### src/rtl/led_serial_frame_encoder_core_macros.svh
// assertion macros for the serial led frame encoder
`ifndef LED_SERIAL_FRAME_ENCODER_CORE_MACROS_SVH
`define LED_SERIAL_FRAME_ENCODER_CORE_MACROS_SVH

`ifndef SYNTHESIS
`define LSFE_ASSERT_IMPLY(label, clk, rst_n, ante, cons) \
  label: assert property (@(posedge clk) disable iff (!rst_n) (ante) |-> (cons)) \
    else $error("lsfe assertion failed");
`define LSFE_ASSERT_NEXT(label, clk, rst_n, ante, cons) \
  label: assert property (@(posedge clk) disable iff (!rst_n) (ante) |=> (cons)) \
    else $error("lsfe assertion failed");
`else
`define LSFE_ASSERT_IMPLY(label, clk, rst_n, ante, cons)
`define LSFE_ASSERT_NEXT(label, clk, rst_n, ante, cons)
`endif

`endif

### src/rtl/lsfe_pkg.sv
// shared types, constants and helpers of the serial led frame encoder
`timescale 1ns / 1ps
package lsfe_pkg;

  localparam int CNT_W = 17;

  localparam logic [CNT_W-1:0] MAX_PIXELS   = 17'd65536;
  localparam logic [7:0]       HDR_XOR      = 8'h55;
  localparam logic [7:0]       EXT_FORBID   = 8'h41;
  localparam logic [7:0]       EXT_REPL     = 8'haa;
  localparam logic [7:0]       CHR_UP_A     = 8'h41;
  localparam logic [7:0]       CHR_LO_W     = 8'h77;
  localparam logic [7:0]       CHR_UP_B     = 8'h42;
  localparam logic [7:0]       CHR_LO_B     = 8'h62;
  localparam logic [7:0]       MOD_BASE     = 8'd255;

  // register indexes
  localparam logic [2:0] REG_LED_COUNT   = 3'd0;
  localparam logic [2:0] REG_WHITE_EN    = 3'd1;
  localparam logic [2:0] REG_WHITE_LIMIT = 3'd2;
  localparam logic [2:0] REG_WHITE_RED   = 3'd3;
  localparam logic [2:0] REG_WHITE_GREEN = 3'd4;
  localparam logic [2:0] REG_WHITE_BLUE  = 3'd5;

  typedef struct packed {
    logic [7:0] red;
    logic [7:0] green;
    logic [7:0] blue;
  } in_t;

  typedef struct packed {
    logic [7:0] out_byte;
    logic       frame_end;
  } out_t;

  // one classified pixel waiting for the byte sequencer
  typedef struct packed {
    in_t         pix;
    logic        first;
    logic        last;
    logic        wcal;
    logic [15:0] hdr_cnt;
  } q_entry_t;

  typedef struct packed {
    logic full;
    logic empty;
  } q_stat_t;

  typedef struct packed {
    logic sums_zero;
  } bk_stat_t;

  // mod-255 add of two bytes, each operand at most 255
  function automatic logic [7:0] mod255_add(logic [7:0] a, logic [7:0] b);
    logic [8:0] s;
    s = {1'b0, a} + {1'b0, b};
    if (s >= {1'b0, MOD_BASE}) s = s - {1'b0, MOD_BASE};
    if (s >= {1'b0, MOD_BASE}) s = s - {1'b0, MOD_BASE};
    return s[7:0];
  endfunction

endpackage

### src/rtl/lsfe_front.sv
// front end: accepts pixels, tracks frame position, classifies each pixel
`timescale 1ns / 1ps
module lsfe_front import lsfe_pkg::*; (
  input  logic             clk,
  input  logic             rst_n,
  input  logic             in_valid,
  input  in_t              in_data,
  output logic             in_stall,
  input  logic [CNT_W-1:0] led_count,
  input  logic             white_en,
  input  q_stat_t          q_stat,
  output logic             push,
  output q_entry_t         push_entry
);

  logic [CNT_W-1:0] pix_idx_r;
  logic [CNT_W-1:0] pix_idx_nxt;
  logic [CNT_W-1:0] eff_cnt;
  logic [CNT_W-1:0] cnt_m1;
  logic [CNT_W:0]   idx_inc;
  logic             last;

  // zero count behaves as one, anything above the max saturates
  always_comb begin
    if (led_count == '0) begin
      eff_cnt = CNT_W'(1);
    end else if (led_count > MAX_PIXELS) begin
      eff_cnt = MAX_PIXELS;
    end else begin
      eff_cnt = led_count;
    end
  end

  assign cnt_m1  = eff_cnt - CNT_W'(1);
  assign idx_inc = {1'b0, pix_idx_r} + (CNT_W+1)'(1);
  assign last    = idx_inc >= {1'b0, eff_cnt};

  assign in_stall = q_stat.full;
  assign push     = in_valid && !q_stat.full;

  always_comb begin
    push_entry.pix     = in_data;
    push_entry.first   = (pix_idx_r == '0);
    push_entry.last    = last;
    push_entry.wcal    = white_en;
    push_entry.hdr_cnt = cnt_m1[15:0];
  end

  assign pix_idx_nxt = last ? '0 : idx_inc[CNT_W-1:0];

  always_ff @(posedge clk) begin
    if (!rst_n) begin
      pix_idx_r <= '0;
    end else if (push) begin
      pix_idx_r <= pix_idx_nxt;
    end
  end

endmodule

### src/rtl/lsfe_queue.sv
// two-entry queue between the front end and the byte sequencer
`timescale 1ns / 1ps
module lsfe_queue import lsfe_pkg::*; (
  input  logic     clk,
  input  logic     rst_n,
  input  logic     push,
  input  q_entry_t push_entry,
  input  logic     pop,
  output q_entry_t head,
  output q_stat_t  q_stat
);

  q_entry_t   mem_r [2];
  logic       wr_ptr_r;
  logic       rd_ptr_r;
  logic [1:0] cnt_r;

  assign head         = mem_r[rd_ptr_r];
  assign q_stat.full  = (cnt_r == 2'd2);
  assign q_stat.empty = (cnt_r == 2'd0);

  always_ff @(posedge clk) begin
    if (push) begin
      mem_r[wr_ptr_r] <= push_entry;
    end
  end

  always_ff @(posedge clk) begin
    if (!rst_n) begin
      wr_ptr_r <= 1'b0;
      rd_ptr_r <= 1'b0;
      cnt_r    <= 2'd0;
    end else begin
      if (push) wr_ptr_r <= !wr_ptr_r;
      if (pop)  rd_ptr_r <= !rd_ptr_r;
      unique case ({push, pop})
        2'b10:   cnt_r <= cnt_r + 2'd1;
        2'b01:   cnt_r <= cnt_r - 2'd1;
        default: cnt_r <= cnt_r;
      endcase
    end
  end

endmodule

### src/rtl/lsfe_back.sv
// byte sequencer: header, pixel bytes, white trailer, checksums, output register
`timescale 1ns / 1ps
module lsfe_back import lsfe_pkg::*; (
  input  logic       clk,
  input  logic       rst_n,
  input  q_entry_t   head,
  input  q_stat_t    q_stat,
  output logic       pop,
  input  logic [7:0] white_limit,
  input  logic [7:0] white_red,
  input  logic [7:0] white_green,
  input  logic [7:0] white_blue,
  output logic       out_valid,
  output out_t       out_data,
  input  logic       out_stall,
  output bk_stat_t   bk_stat
);

  typedef enum logic [1:0] {
    PH_HDR,
    PH_PIX,
    PH_WHT,
    PH_CHK
  } phase_t;

  phase_t     phase_r;
  phase_t     phase_nxt;
  logic [2:0] idx_r;
  logic [2:0] idx_nxt;
  logic       busy_r;
  logic       busy_nxt;
  logic [7:0] sum_one_r;
  logic [7:0] sum_two_r;
  logic [7:0] sum_pos_r;
  logic [7:0] pos_r;
  logic       out_valid_r;
  out_t       out_data_r;

  phase_t     cur_phase;
  logic [2:0] cur_idx;
  logic       room;
  logic       fire;
  logic       closing;
  logic [7:0] cur_byte;
  logic       is_payload;
  logic [7:0] hi;
  logic [7:0] lo;
  logic [7:0] one_nxt;

  assign hi = head.hdr_cnt[15:8];
  assign lo = head.hdr_cnt[7:0];

  // a fresh item starts with the header only on the first pixel of a frame
  assign cur_phase = busy_r ? phase_r : (head.first ? PH_HDR : PH_PIX);
  assign cur_idx   = busy_r ? idx_r : 3'd0;

  assign room    = !out_valid_r || !out_stall;
  assign fire    = !q_stat.empty && room;
  assign closing = (cur_phase == PH_CHK) && (cur_idx == 3'd2);

  always_comb begin
    cur_byte   = '0;
    is_payload = 1'b0;
    unique case (cur_phase)
      PH_HDR: begin
        unique case (cur_idx)
          3'd0:    cur_byte = CHR_UP_A;
          3'd1:    cur_byte = CHR_LO_W;
          3'd2:    cur_byte = head.wcal ? CHR_UP_B : CHR_LO_B;
          3'd3:    cur_byte = hi;
          3'd4:    cur_byte = lo;
          default: cur_byte = hi ^ lo ^ HDR_XOR;
        endcase
      end
      PH_PIX: begin
        is_payload = 1'b1;
        unique case (cur_idx[2:1])
          2'd0:    cur_byte = head.pix.red;
          2'd1:    cur_byte = head.pix.green;
          default: cur_byte = head.pix.blue;
        endcase
      end
      PH_WHT: begin
        is_payload = 1'b1;
        unique case (cur_idx[1:0])
          2'd0:    cur_byte = white_limit;
          2'd1:    cur_byte = white_red;
          2'd2:    cur_byte = white_green;
          default: cur_byte = white_blue;
        endcase
      end
      default: begin
        unique case (cur_idx[1:0])
          2'd0:    cur_byte = sum_one_r;
          2'd1:    cur_byte = sum_two_r;
          default: cur_byte = (sum_pos_r == EXT_FORBID) ? EXT_REPL : sum_pos_r;
        endcase
      end
    endcase
  end

  assign one_nxt = mod255_add(sum_one_r, cur_byte);

  always_comb begin
    pop = 1'b0;
    if (fire) begin
      if (cur_phase == PH_PIX && cur_idx == 3'd5 && !head.last) pop = 1'b1;
      if (closing) pop = 1'b1;
    end
  end

  // next phase, byte index and busy flag after the current byte
  always_comb begin
    phase_nxt = cur_phase;
    idx_nxt   = cur_idx + 3'd1;
    busy_nxt  = 1'b1;
    unique case (cur_phase)
      PH_HDR: begin
        if (cur_idx == 3'd5) begin
          phase_nxt = PH_PIX;
          idx_nxt   = '0;
        end
      end
      PH_PIX: begin
        if (cur_idx == 3'd5) begin
          idx_nxt = '0;
          if (!head.last) begin
            busy_nxt = 1'b0;
          end else if (head.wcal) begin
            phase_nxt = PH_WHT;
          end else begin
            phase_nxt = PH_CHK;
          end
        end
      end
      PH_WHT: begin
        if (cur_idx == 3'd3) begin
          phase_nxt = PH_CHK;
          idx_nxt   = '0;
        end
      end
      default: begin
        if (cur_idx == 3'd2) begin
          busy_nxt = 1'b0;
          idx_nxt  = '0;
        end
      end
    endcase
  end

  always_ff @(posedge clk) begin
    if (!rst_n) begin
      phase_r     <= PH_HDR;
      idx_r       <= '0;
      busy_r      <= 1'b0;
      sum_one_r   <= '0;
      sum_two_r   <= '0;
      sum_pos_r   <= '0;
      pos_r       <= '0;
      out_valid_r <= 1'b0;
      out_data_r  <= '0;
    end else begin
      if (room) out_valid_r <= fire;
      if (fire) begin
        out_data_r.out_byte  <= cur_byte;
        out_data_r.frame_end <= closing;
        phase_r              <= phase_nxt;
        idx_r                <= idx_nxt;
        busy_r               <= busy_nxt;

        if (is_payload) begin
          sum_pos_r <= mod255_add(sum_pos_r, cur_byte ^ pos_r);
          pos_r     <= pos_r + 8'd1;
          sum_one_r <= one_nxt;
          sum_two_r <= mod255_add(sum_two_r, one_nxt);
        end else if (closing) begin
          // frame closed: sums and position start over
          sum_one_r <= '0;
          sum_two_r <= '0;
          sum_pos_r <= '0;
          pos_r     <= '0;
        end
      end
    end
  end

  assign out_valid         = out_valid_r;
  assign out_data          = out_data_r;
  assign bk_stat.sums_zero = (sum_one_r == '0) && (sum_two_r == '0) &&
                             (sum_pos_r == '0) && (pos_r == '0);

endmodule

### src/rtl/led_serial_frame_encoder_core.sv
// top level of the serial led frame encoder: config registers and the three stages
`timescale 1ns / 1ps
`include "led_serial_frame_encoder_core_macros.svh"
// usage
//   input channel in_valid / in_data / in_stall carries one rgb pixel per transaction
//   result channel out_valid / out_data / out_stall carries one frame byte per
//   transaction, frame_end marks the last checksum byte of a frame
//   apb port (psel, penable, pwrite, paddr, pwdata, prdata, pready) holds the
//   six registers at byte addresses 0, 4 .. 20; write only while the block is idle
// timing
//   an idle sequencer sends a pixel's first byte via a queue entry and the output register
//   the sequencer moves one byte per cycle while out_stall is low and a pixel is queued;
//   a mid-frame pixel gives 6 bytes, the first of a frame 12 (header), the last 3 or 7 more
//   (trailer); a two-entry queue lets the front take new pixels while bytes drain
// reset
//   synchronous active-low rst_n empties the queue and output register, clears
//   the frame position and sums, and loads register defaults
// stall
//   out_stall freezes the output byte; the sequencer waits, the queue fills and
//   then in_stall rises; no byte is lost or repeated
module led_serial_frame_encoder_core import lsfe_pkg::*; (
  input  logic        clk,
  input  logic        rst_n,
  // pixel input
  input  logic        in_valid,
  input  in_t         in_data,
  output logic        in_stall,
  // byte output
  output logic        out_valid,
  output out_t        out_data,
  input  logic        out_stall,
  // register port
  input  logic        psel,
  input  logic        penable,
  input  logic        pwrite,
  input  logic [4:0]  paddr,
  input  logic [31:0] pwdata,
  output logic [31:0] prdata,
  output logic        pready
);

  logic [CNT_W-1:0] led_count_r;
  logic             white_en_r;
  logic [7:0]       white_limit_r;
  logic [7:0]       white_red_r;
  logic [7:0]       white_green_r;
  logic [7:0]       white_blue_r;

  logic       cfg_wr;
  logic [2:0] cfg_idx;

  logic     push;
  logic     pop;
  q_entry_t push_entry;
  q_entry_t head;
  q_stat_t  q_stat;
  bk_stat_t bk_stat;

  // register file, always ready
  assign pready  = 1'b1;
  assign cfg_idx = paddr[4:2];
  assign cfg_wr  = psel && penable && pwrite;

  always_ff @(posedge clk) begin
    if (!rst_n) begin
      led_count_r   <= CNT_W'(1);
      white_en_r    <= 1'b0;
      white_limit_r <= 8'hff;
      white_red_r   <= 8'hff;
      white_green_r <= 8'hff;
      white_blue_r  <= 8'hff;
    end else if (cfg_wr) begin
      unique case (cfg_idx)
        REG_LED_COUNT:   led_count_r   <= pwdata[CNT_W-1:0];
        REG_WHITE_EN:    white_en_r    <= pwdata[0];
        REG_WHITE_LIMIT: white_limit_r <= pwdata[7:0];
        REG_WHITE_RED:   white_red_r   <= pwdata[7:0];
        REG_WHITE_GREEN: white_green_r <= pwdata[7:0];
        REG_WHITE_BLUE:  white_blue_r  <= pwdata[7:0];
        default: ;  // unmapped index, write dropped
      endcase
    end
  end

  always_comb begin
    unique case (cfg_idx)
      REG_LED_COUNT:   prdata = {{(32-CNT_W){1'b0}}, led_count_r};
      REG_WHITE_EN:    prdata = {31'd0, white_en_r};
      REG_WHITE_LIMIT: prdata = {24'd0, white_limit_r};
      REG_WHITE_RED:   prdata = {24'd0, white_red_r};
      REG_WHITE_GREEN: prdata = {24'd0, white_green_r};
      REG_WHITE_BLUE:  prdata = {24'd0, white_blue_r};
      default:         prdata = '0;
    endcase
  end

  // front: frame position and pixel classification
  lsfe_front u_front (
    .clk        (clk),
    .rst_n      (rst_n),
    .in_valid   (in_valid),
    .in_data    (in_data),
    .in_stall   (in_stall),
    .led_count  (led_count_r),
    .white_en   (white_en_r),
    .q_stat     (q_stat),
    .push       (push),
    .push_entry (push_entry)
  );

  // decoupling queue
  lsfe_queue u_queue (
    .clk        (clk),
    .rst_n      (rst_n),
    .push       (push),
    .push_entry (push_entry),
    .pop        (pop),
    .head       (head),
    .q_stat     (q_stat)
  );

  // back: byte sequencer, checksums and output register
  lsfe_back u_back (
    .clk         (clk),
    .rst_n       (rst_n),
    .head        (head),
    .q_stat      (q_stat),
    .pop         (pop),
    .white_limit (white_limit_r),
    .white_red   (white_red_r),
    .white_green (white_green_r),
    .white_blue  (white_blue_r),
    .out_valid   (out_valid),
    .out_data    (out_data),
    .out_stall   (out_stall),
    .bk_stat     (bk_stat)
  );

  // checks
  `LSFE_ASSERT_IMPLY(a_no_push_full, clk, rst_n, push, !q_stat.full)
  `LSFE_ASSERT_IMPLY(a_no_pop_empty, clk, rst_n, pop, !q_stat.empty)
  `LSFE_ASSERT_NEXT(a_sums_clear, clk, rst_n, out_valid && !out_stall && out_data.frame_end, bk_stat.sums_zero)

endmodule

### config.mk
export PLATFORM = sky130hd
export DESIGN_NAME = led_serial_frame_encoder_core
export DESIGN_NICKNAME = d
export VERILOG_FILES = /design/src/rtl/lsfe_pkg.sv /design/src/rtl/lsfe_front.sv /design/src/rtl/lsfe_queue.sv /design/src/rtl/lsfe_back.sv /design/src/rtl/led_serial_frame_encoder_core.sv
export VERILOG_INCLUDE_DIRS = /design/src /design/src/rtl
export SDC_FILE = /design/constraint.sdc
export NUM_CORES = 1
export LEC_CHECK = 0
export BUFFER_PORTS_ARGS = -buffer_cell sky130_fd_sc_hd__buf_4
export CAP_MARGIN = 20
export CORE_UTILIZATION = 40
export DETAILED_ROUTE_END_ITERATION = 6
export PLACE_DENSITY = 0.61
export SYNTH_ARGS = -nofsm -noshare
export SYNTH_HDL_FRONTEND = slang
export SYNTH_SLANG_ARGS = --single-unit
export TNS_END_PERCENT = 1
### constraint.sdc
create_clock -name clk -period 34.5 [get_ports clk]
set_input_delay 6.9 -clock clk [delete_from_list [all_inputs] [get_ports clk]]
set_output_delay 6.9 -clock clk [all_outputs]
set_load 0.005 [all_outputs]
# [Word-level counts from Yosys, hierarchy flattened]
# Memories as Yosys holds them, arrays and structs flattened. A register that Yosys moved wholly into a read port is not among the register bits.
# Index checks and enable logic that the tools add are counted.
[op_classes] bitwise=3 n_mul=0 add_sub_neg=15 n_div=0 order_cmp=8 reduce_logical=35 eq_ne=20 muxes=54 shifts=0
[op_table] op="$pmux W17 S6" n=1
[op_table] op="$mux W9" n=9
[op_table] op="$mux W8" n=9
[op_table] op="$ge A9 B8 Y1 const B" n=6
[op_table] op="$mux W17" n=3
[op_table] op="$pmux W8 S3" n=2
[op_table] op="$pmux W8 S5" n=1
[op_table] op="$logic_not A17 Y1" n=2
[op_table] op="$pmux W8 S2" n=2
[op_table] op="$add A8 B8 Y9" n=3
[op_table] op="$sub A9 B8 Y9 const B" n=3
[op_table] op="$sub A8 B8 Y8 const B" n=3
[op_table] op="$add A17 B1 Y18 const B" n=1
[op_table] op="$ge A18 B17 Y1" n=1
[op_table] op="$gt A17 B17 Y1 const B" n=1
[op_table] op="$sub A16 B1 Y16 const B" n=1
[op_table] op="$xor A8 B8 Y8" n=2
[op_table] op="$reduce_and A2 Y1" n=7
[op_table] op="$mux W1" n=13
[op_table] op="$eq A3 B2 Y1 const B" n=4
[op_table] op="$eq A3 B3 Y1 const B" n=4
[op_table] op="$mux W3" n=4
[op_table] op="$eq A2 B2 Y1 const B" n=5
[op_table] op="$mux W2" n=5
[op_table] op="other kinds (20)" n=43
[totals] mem_count=1 latch_bits=0 out_inout_bits=44 mem_bits_ro=0 mem_bits_rw=86 regBits=119 word_cells=156
[memory_table] name="u_queue.mem_r" depth=2 word_bits=43 read_ports=1 rd_ports_with_merged_regs=1 wr=1 line_no="lsfe_queue.sv:13" source="q_entry_t mem_r [2];"

# [Depth between registers and ports, before layout]
[logic_depth] word_depth=18 mapped_depth=60 depth_no_buf=57

# [By module]
# Synthesis repeated with hierarchy kept, for this count alone.
[hier_totals] cells_unflattened=1647 area_unflattened_um2=14496.4
[by_module_without_submodules] mod="lsfe_back" cells_per_inst=875 instances=1 area_per_inst_um2=6389.9
[by_module_without_submodules] mod="lsfe_queue" cells_per_inst=156 instances=1 area_per_inst_um2=3308.2
[by_module_without_submodules] mod="led_serial_frame_encoder_core" cells_per_inst=300 instances=1 area_per_inst_um2=2576.2
[by_module_without_submodules] mod="lsfe_front" cells_per_inst=316 instances=1 area_per_inst_um2=2222.1

# [Worst setup path after synthesis]
# Ideal clock, no wire load.
[synth_path] path_type="input -> output" from="input port paddr[2]" to="output port prdata[3]" path_buffers=2 arrival_time_ns=8.017 t_required_ns=27.600 setup_slack_ns=19.583 cell_stages=5 cell_sequence="clkbuf_1 -> clkbuf_1 -> nor2_1 -> a22oi_1 -> o221ai_1"
[synth_between] elab_chain_len=2 elab_cells_between_ends=7
[synth_lines] element="start, declared" line_no="led_serial_frame_encoder_core.sv:36" source="input logic [4:0] paddr,"
[synth_lines] element="$eq A3 B3 Y1, or another cell as far along" line_no="led_serial_frame_encoder_core.sv:86" source="unique case (cfg_idx)"
[synth_lines] element="$pmux W17 S6 (*)" line_no="led_serial_frame_encoder_core.sv:86"
[synth_lines] element="end, declared" line_no="led_serial_frame_encoder_core.sv:38" source="output logic [31:0] prdata,"
# Mark *: on every way between the ends. The rest lies on a longest branch, timed or not.

# [Worst setup path in the final report]
[layout_path] from="input port paddr[2]" to="output port prdata[4]"
# The elaborated chain is that of the path after synthesis.

==> results.rst <==
.. list-table::
   :header-rows: 1

   * - Metric
     - Value
   * - Status
     - finished clean
   * - TritonCTS clock tree
     - done
   * - 1st-pass router iterations
     - 7
   * - Worst Hold Depth
     - 2
   * - Leading cell types in the layout, fill and taps excluded
     - sky130_fd_sc_hd__nand2_1 (233), sky130_fd_sc_hd__dfxtp_1 (119), sky130_fd_sc_hd__nor2_1 (100), sky130_fd_sc_hd__a21oi_1 (96), sky130_fd_sc_hd__buf_4 (88)
   * - Die X-Extent
     - 184 µm
   * - Min-Delay Path Class
     - reg2reg
   * - Vias in the first global route
     - 10603
   * - Longest Clk Path Bufs
     - 3
   * - Syn Std Cell Area
     - 13300 µm²
   * - Routed wire length
     - 36000 µm
   * - Number of flops mapped to enable cells by yosys
     - 86
   * - FFs w/ async S/R, synth
     - 0%
   * - DRC violations left
     - 0
   * - Gate Count Post-Synth
     - 1520
   * - Cts hold-fix bufs
     - 0
   * - Tcrit/Tclk final
     - 43.9%
   * - Fmax
     - 0.0660 GHz
   * - Initial Util
     - 40.8%
   * - Number of buffer cells added on primary ports
     - 78
   * - Final net count
     - 1694
   * - Proportion of layout cells with a drive suffix above 1
     - 10.9%
   * - Via count
     - 11527
   * - Clock Skew
     - 0.0178 ns
   * - Final setup viols
     - 0
   * - Synthesis warning total
     - 0
   * - Reg2Reg Depth
     - 51
   * - Tightest hold margin
     - 0.456 ns
   * - Worst path arrival time
     - 8.24 ns
   * - Total number of cells along the worst setup path
     - 5
   * - Placement Setup Slack
     - 19.41 ns
   * - Top_reg_cell synth
     - sky130_fd_sc_hd__dfxtp_1
   * - DR iter-0 viols
     - 995
   * - Standby leakage power
     - 5.90 nW
   * - Count of unique library cells instantiated by Yosys
     - 96
   * - Number of cell rows
     - 66
   * - Total Power
     - 0.683 mW
   * - Final-layout setup total negative slack
     - 0 ns
   * - Antenna diode count
     - 0
   * - Portion of the post-synthesis area used by sequential elements
     - 37.4%
   * - Peak fanout along the critical path
     - 17
   * - Cells traversed along the worst timing path
     - buf_4, nor2_1, a22oi_1, o221ai_1, buf_4
   * - Syn_area_per_cell
     - 8.76 µm²
   * - Final hold viol count
     - 0
   * - Shortest period the worst path allows
     - 15.14 ns
   * - Vias per cell
     - 5.72
   * - Buffer and inverter count on the worst path
     - 2
   * - Worst-case headroom to the max-slew limit
     - 31.1%
   * - Post-CTS Resized
     - 0
   * - Post-detailed-route wirelength per cell
     - 17.9 µm
   * - Die extent in y
     - 184 µm
   * - Total clock buffers created by CTS
     - 23
   * - Most repeated library cell on the critical path
     - sky130_fd_sc_hd__buf_4
   * - Critical path required time
     - 27.60 ns
   * - Startpoint type of the worst setup path
     - input port
   * - Worst VDD drop
     - 0.0374 mV
   * - Number of synthesized register bits
     - 206
   * - Io pins
     - 112
   * - Detailed placement HPWL
     - 26500 µm
   * - Number of post-CTS setup repair buffers
     - 0
   * - Most common cell after layout, fill and taps aside
     - sky130_fd_sc_hd__nand2_1
   * - Remaining antenna violation count
     - 0
   * - Crit-path max cell delay
     - 0.50 ns
   * - Worst Tran Pin Value
     - 1.03 ns
   * - Global-route wire length before repair
     - 57200 µm
   * - Number of antenna violations at the first check in global routing
     - 0
   * - Congestion Overflow GR
     - 0
   * - Core Footprint
     - 32600 µm²
   * - Cell class contributing the biggest share of worst-path delay
     - simple AND/OR/NAND/NOR gates
   * - Number of max-cap violations
     - 0
   * - Clock sinks
     - 206
   * - Largest net degree at the start of global routing
     - 60
   * - PnR worst setup slack
     - 19.36 ns
   * - Critical path endpoint category
     - primary output
   * - Area growth from synthesis to layout
     - 12.0%
   * - Crit path max-delay cell type
     - sky130_fd_sc_hd__nor2_1
   * - Final Max Tran Viols
     - 0
   * - Cell Pwr Density
     - 45.8 nW/µm²
   * - Register clock-pin slew on the reported worst setup and hold paths
     - 0.06 ns
   * - H-tree depth
     - 1
   * - Library cell used as clock root buffer
     - sky130_fd_sc_hd__clkbuf_16
   * - RD Place Congestion
     - 0.871
   * - Global routing usage summed across all routing layers
     - 21.1%
   * - Unrepaired setup endpoints after global routing
     - false
   * - Total die area
     - 34000 µm²
   * - Category of the critical setup timing path
     - in2out
   * - Source-to-sink clock delay at the later pin of the worst-skew pair
     - 0.51 ns
final timing paths:
check                             startpoint                                to  slack, ns
max                                 paddr[2]                         prdata[4]      19.36
min          u_back.out_data[5]$_SDFFE_PN0P_   u_back.out_data[5]$_SDFFE_PN0P_       0.46
max reg2reg       u_back.busy_r$_SDFFE_PN0P_  u_back.sum_two_r[3]$_SDFFE_PN0P_      20.34
min reg2reg  u_back.out_data[5]$_SDFFE_PN0P_   u_back.out_data[5]$_SDFFE_PN0P_       0.46
worst reg2reg max path: cells and delay by family, from the launching register on:
family / cells / cell delay [ns]
adders and majority gates: 8 / 2.91
DFF: 1 / 0.48
muxes: 1 / 0.44
AOI/OAI and AO/OA: 26 / 7.27
and+or+nand+nor: 14 / 2.60
buffers and inverters: 2 / 0.37
cells by family (layout without fill, tap and decap cells):
family | Yosys count | after routing | share of synthesized area (%)
flip-flops | 206 | 206 | 37.4
AO/OA/AOI/OAI | 398 | 398 | 21.2
XOR/XNOR | 87 | 87 | 5.78
AND/OR/NAND/NOR | 567 | 567 | 20.2
buffers and inverters | 134 | 172 | 4.30
other | 2 | 16 | 0.0564
adder cells (fa/ha/maj) | 70 | 70 | 6.73
multiplexers | 56 | 56 | 4.30
flip-flops by register name, indices dropped and copies added, names as in the netlist, 2 cells and up, named ones only:
register and cells:
u_back.sum_pos_r 8, white_red_r 8, u_queue.mem_r 86, u_back.sum_two_r 8, white_green_r 8, white_limit_r 8, u_back.phase_r 2, u_front.pix_idx_r 17
led_count_r 17, u_back.out_data 9, u_queue.cnt_r 2, u_back.sum_one_r 8, u_back.idx_r 3, white_blue_r 8, u_back.pos_r 8
cell type report:
class | instances | area, µm²
well taps | 442 | 553
repair buffers | 88 | 661
multi-input cells | 1194 | 7820
clock inverters | 11 | 106
clock buffers | 29 | 618
flip-flops and latches | 206 | 4990
inverters | 44 | 165
fillers | 3180 | 17700
per-stage QoR:
stage / util [%] / area, µm² / instances
6_report: 45.7 / 14900 / 2014
5_1_grt: 45.7 / 14900 / 2014
4_1_cts: 45.7 / 14900 / 2014
3_5_place_dp: 43.5 / 14200 / 1974
3_3_place_gp: 43.5 / 14200 / 1974
2_1_floorplan: - / 13400 / 1534
where the power goes:
group | total, mW | switching, mW | internal, mW
clock network | 0.238 | 0.0973 | 0.141
registers | 0.275 | 0.00724 | 0.267
logic | 0.170 | 0.106 | 0.0631
metal layers:
metal / GRT usage [%] / routed length [µm] / up-vias
li1: - / - / 5661
met4: 5.00 / 743 / 0
met2: 33.7 / 16100 / 321
met5: 0 / 0 / -
met1: 30.5 / 17400 / 5500
met3: 2.25 / 1750 / 45
cells in the mapped netlist (all sizes together), types with 9 or more instances:
library cell  count  area share [%]
nand2           235             6.7
dfxtp           120              18
nor2            101             2.8
a21oi            98             3.7
edfxtp           86              19
o21ai            75             3.0
ha               66             6.2
clkbuf           60             1.7
nand3            58             2.2
xnor2            50             3.3
mux2i            46             3.5
inv              43             1.2
xor2             37             2.4
nor3             33             1.2
and3             31             1.5
buf              30             1.3
and2             24             1.1
a21o             22             1.2
nand4            20             1.1
o211ai           18             1.1
a22oi            17            0.96
a211oi           16             1.0
o21a             15            0.85
o22ai            15            0.70
a221oi           14            0.92
or3              12            0.60
a222oi           10            0.75
a31oi            10            0.52
mux2             10            0.85
nor4             10            0.47
o221ai           10            0.66
a22o              9            0.59
a41o              9            0.68
No activity file was read; power rests on OpenSTA's default activity.
